$ cat config.mk
export PLATFORM = sky130hd
export DESIGN_NAME = lrt_ram
export DESIGN_NICKNAME = d
export VERILOG_FILES = /design/src/hw/rtl/lru_residency_tracker_defines.svh /design/src/hw/rtl/lrt_ram.sv
export SDC_FILE = /design/constraint.sdc
export NUM_CORES = 1
export LEC_CHECK = 0
export ABC_AREA = 1
export ABC_CLOCK_PERIOD_IN_PS = 1500
export CAP_MARGIN = 30
export CORE_MARGIN = 1
export CORE_UTILIZATION = 55
export DETAILED_ROUTE_END_ITERATION = 6
export DONT_BUFFER_PORTS = 1
export HOLD_SLACK_MARGIN = 0.03
export PLACE_DENSITY = 0.75
export RECOVER_POWER = 50
export SKIP_CTS_REPAIR_TIMING = 1
export SLEW_MARGIN = 10
export SYNTH_ARGS = -nofsm -noshare
export SYNTH_HDL_FRONTEND = slang
export SYNTH_SLANG_ARGS = --single-unit
export TNS_END_PERCENT = 100
$ cat constraint.sdc
create_clock -name i_clk -period 1.5 [get_ports i_clk]
set_clock_uncertainty 0.15 [all_clocks]
set_input_delay 0.075 -clock i_clk [delete_from_list [all_inputs] [get_ports i_clk]]
set_output_delay 0.075 -clock i_clk [all_outputs]
set_load 0.05 [all_outputs]
$ cat src/hw/rtl/lru_residency_tracker_defines.svh
// ----------------------------------------------------------------------------
// LRU residency tracker assertion macros
// Shared concurrent assertion forms used by the tracker RTL.
// ----------------------------------------------------------------------------
`ifndef LRU_RESIDENCY_TRACKER_DEFINES_SVH
`define LRU_RESIDENCY_TRACKER_DEFINES_SVH

// Check a same-cycle implication, masked while reset is held
`define LRT_ASSERT_IMP(label, clk, rst_n, ante, cons, msg) \
    label: assert property (@(posedge clk) disable iff (!rst_n) (ante) |-> (cons)) \
        else $error(msg);

// Check a next-cycle implication, masked while reset is held
`define LRT_ASSERT_NXT(label, clk, rst_n, ante, cons, msg) \
    label: assert property (@(posedge clk) disable iff (!rst_n) (ante) |=> (cons)) \
        else $error(msg);

`endif

$ cat src/hw/rtl/lrt_ram.sv
// ----------------------------------------------------------------------------
// LRU residency tracker RAM
// Simple dual-port RAM: one write port, one read port with registered data.
// ----------------------------------------------------------------------------
module lrt_ram #(
    parameter int unsigned WIDTH = 8,
    parameter int unsigned DEPTH = 16
) (
    input  logic                                     i_clk,
    input  logic                                     i_we,
    input  logic [((DEPTH > 1) ? $clog2(DEPTH) : 1)-1:0] i_waddr,
    input  logic [WIDTH-1:0]                         i_wdata,
    input  logic                                     i_re,
    input  logic [((DEPTH > 1) ? $clog2(DEPTH) : 1)-1:0] i_raddr,
    output logic [WIDTH-1:0]                         o_rdata
);

    logic [WIDTH-1:0] r_mem [DEPTH];
    logic [WIDTH-1:0] r_rdata;

    // Write port
    always_ff @(posedge i_clk) begin
        if (i_we) begin
            r_mem[i_waddr] <= i_wdata;
        end
    end

    // Registered read port
    always_ff @(posedge i_clk) begin
        if (i_re) begin
            r_rdata <= r_mem[i_raddr];
        end
    end

    assign o_rdata = r_rdata;

endmodule

==> flow_summary.json <==
{
  "status": "complete, but fails checks",
  "violations": "hold timing",
  "cp.arrival_ns": 1.20,
  "synth_top_area_share_pct": 69.8,
  "crit_path_start": "o_rdata[0]",
  "drive_gt1_share_pct": 8.40,
  "path_depth": 0,
  "worst_pin_slew_ns": 0.833,
  "hp-start": "i_raddr[2]",
  "yosysTopAreaCell": "edfxtp_1",
  "overflow": 0,
  "synth_cells": 551,
  "min_path_cells": 3,
  "p_leak_nw": 2.89,
  "clkSlewWorstSetupHoldPaths_ns": 0.06,
  "dp_hpwl_mm": 7.65,
  "diodes": 0,
  "final_common_cell": "nand2_1",
  "synth_sequential_area_ratio_pct": 69.8,
  "placed_cells": 684,
  "finalSetupViolations": 0,
  "numClockSinks": 136,
  "grtUsageMet1_pct": 33.1,
  "grt_util_met3_pct": 5.43,
  "worstPathRequired_ns": 1.27,
  "cap_violations": 0,
  "drc": 0,
  "port_buffers": 0,
  "grt_max_degree": 66,
  "wl_per_cell_um": 18.0,
  "setup_tns_ns": 0,
  "place_ws_ns": 0.204,
  "tritoncts": "done",
  "wl_mm": 13.2,
  "avgSynthCellArea_um2": 10.6,
  "io_pins": 27,
  "start_util_pct": 56.6,
  "synth.distinct_cells": 11,
  "setup_ws_ns": 0.0755,
  "core-area_um2": 10300,
  "fin_crit_sh_pct": 95.0,
  "grt_pass1_wl_mm": 20.3,
  "cp_max_fo": 1,
  "track_usage_pct": 25.5,
  "clock_path_buffers": 2,
  "fmax_mhz": 702,
  "yosysWarningCount": 0,
  "ant_nets": 0,
  "ir_drop_uv": 921,
  "root_buffer": "clkbuf_8",
  "most-common-layout-cells": "173 x nand2_1, 136 x edfxtp_1, 100 x inv_1, 97 x nand3_1, 17 x nor2_1",
  "chipWidth_um": 105,
  "synth_fp_nets": 570,
  "min_period_ns": 1.42,
  "hp-class": "in2reg",
  "vias": 3935,
  "holdWs_ns": -0.317,
  "yosys_register_bits": 136,
  "end_kind": "primary output",
  "startpoint_type": "flip-flop",
  "ff2ff_path_depth": 6,
  "slew_violations": 0,
  "clk_latency_ns": 0.52,
  "htreeDepth": 4,
  "dieArea_um2": 11000,
  "relSlewSlack_pct": 44.3,
  "busiest_layer": "met2",
  "synth_area_leaders": "edfxtp_1 70%, nand2_1 11%, nand3_1 8.3%",
  "hold_viol_final": 8,
  "rsz0062_at_grt": "no",
  "fin_cells": 731,
  "die_h_um": 105,
  "rows": 37,
  "numCtsBuffers": 17,
  "areaGrowthSynthToFinish_pct": 16.0,
  "use_met2_pct": 41.5,
  "gp_congestion": 0.834,
  "antenna_found_initial": 0,
  "path_class": "reg2out",
  "power_density_nw_per_um2": 1310,
  "drt-initial-drc-count": 326,
  "r2r-start": "r_mem[2][4]",
  "dr.pass1.iters": 5,
  "viasPerCell": 5.38,
  "grt_pass1_vias": 3850,
  "synth_area_um2": 5850,
  "final_nets": 601
}
-- sequential cells by signal (all words and copies together) (netlist names) --
name	count
r_mem	128
o_rdata	8
-- area by class of cell --
cell class / instances / area (um2)
timing repair buffer: 36 / 354
sequential: 136 / 4080
clock inverter: 14 / 158
multi-input combinational: 289 / 1210
inverter: 102 / 383
clock buffer: 18 / 418
tap: 136 / 170
fill: 764 / 3540
-- power by group --
group | switching, W | leakage, nW | total, W | internal, W
clock | 0.00151 | 0.277 | 0.00401 | 0.00251
sequential | 0.0000904 | 1.24 | 0.00438 | 0.00429
combinational | 0.000309 | 1.38 | 0.000467 | 0.000158
-- worst register-to-register path: cells and delay by family (launching register included) --
| family | cells | cell delay, ns |
|---|---|---|
| flip-flops | 1 | 0.38 |
| AND/OR/NAND/NOR | 6 | 0.54 |
-- final timing paths --
check,endpoint,slack (ns)
worst max-delay path,o_rdata[0],0.08
worst min-delay path,o_rdata[4],-0.32
worst min register to register,o_rdata[4],0.60
worst max register to register,o_rdata[4],0.18
-- stage by stage --
step,hold slack [ns],utilization [%],power (W),cell area [um2]
floorplan,0.0239,-,0.00474,5850
global placement,0.0248,58.7,0.00480,6060
detailed placement,0.0249,58.7,0.00481,6060
CTS,-0.516,64.3,0.00879,6630
global route,-0.310,65.7,0.00911,6780
finish,-0.317,65.7,0.00886,6780
-- cells by family after synthesis --
kind of cell  share of synthesized area [%]
simple gates                           20.8
flops                                  69.8
buf+inv                                9.39
-- synth_stat cells --
library cell,count
buf_2,13
nand3b_1,2
inv_1,100
inv_2,2
edfxtp_1,136
nand2_1,173
nor2_1,17
buf_1,1
buf_6,6
nand3_1,97
buf_4,4
-- metal layers --
metal | share of wire (%) | up-vias
met5 | 0 | -
met4 | 2.1 | 0
met3 | 9.4 | 21
met2 | 49 | 217
met1 | 39 | 1857
li1 | - | 1840
Note: power is estimated with default switching activity, not from simulation.
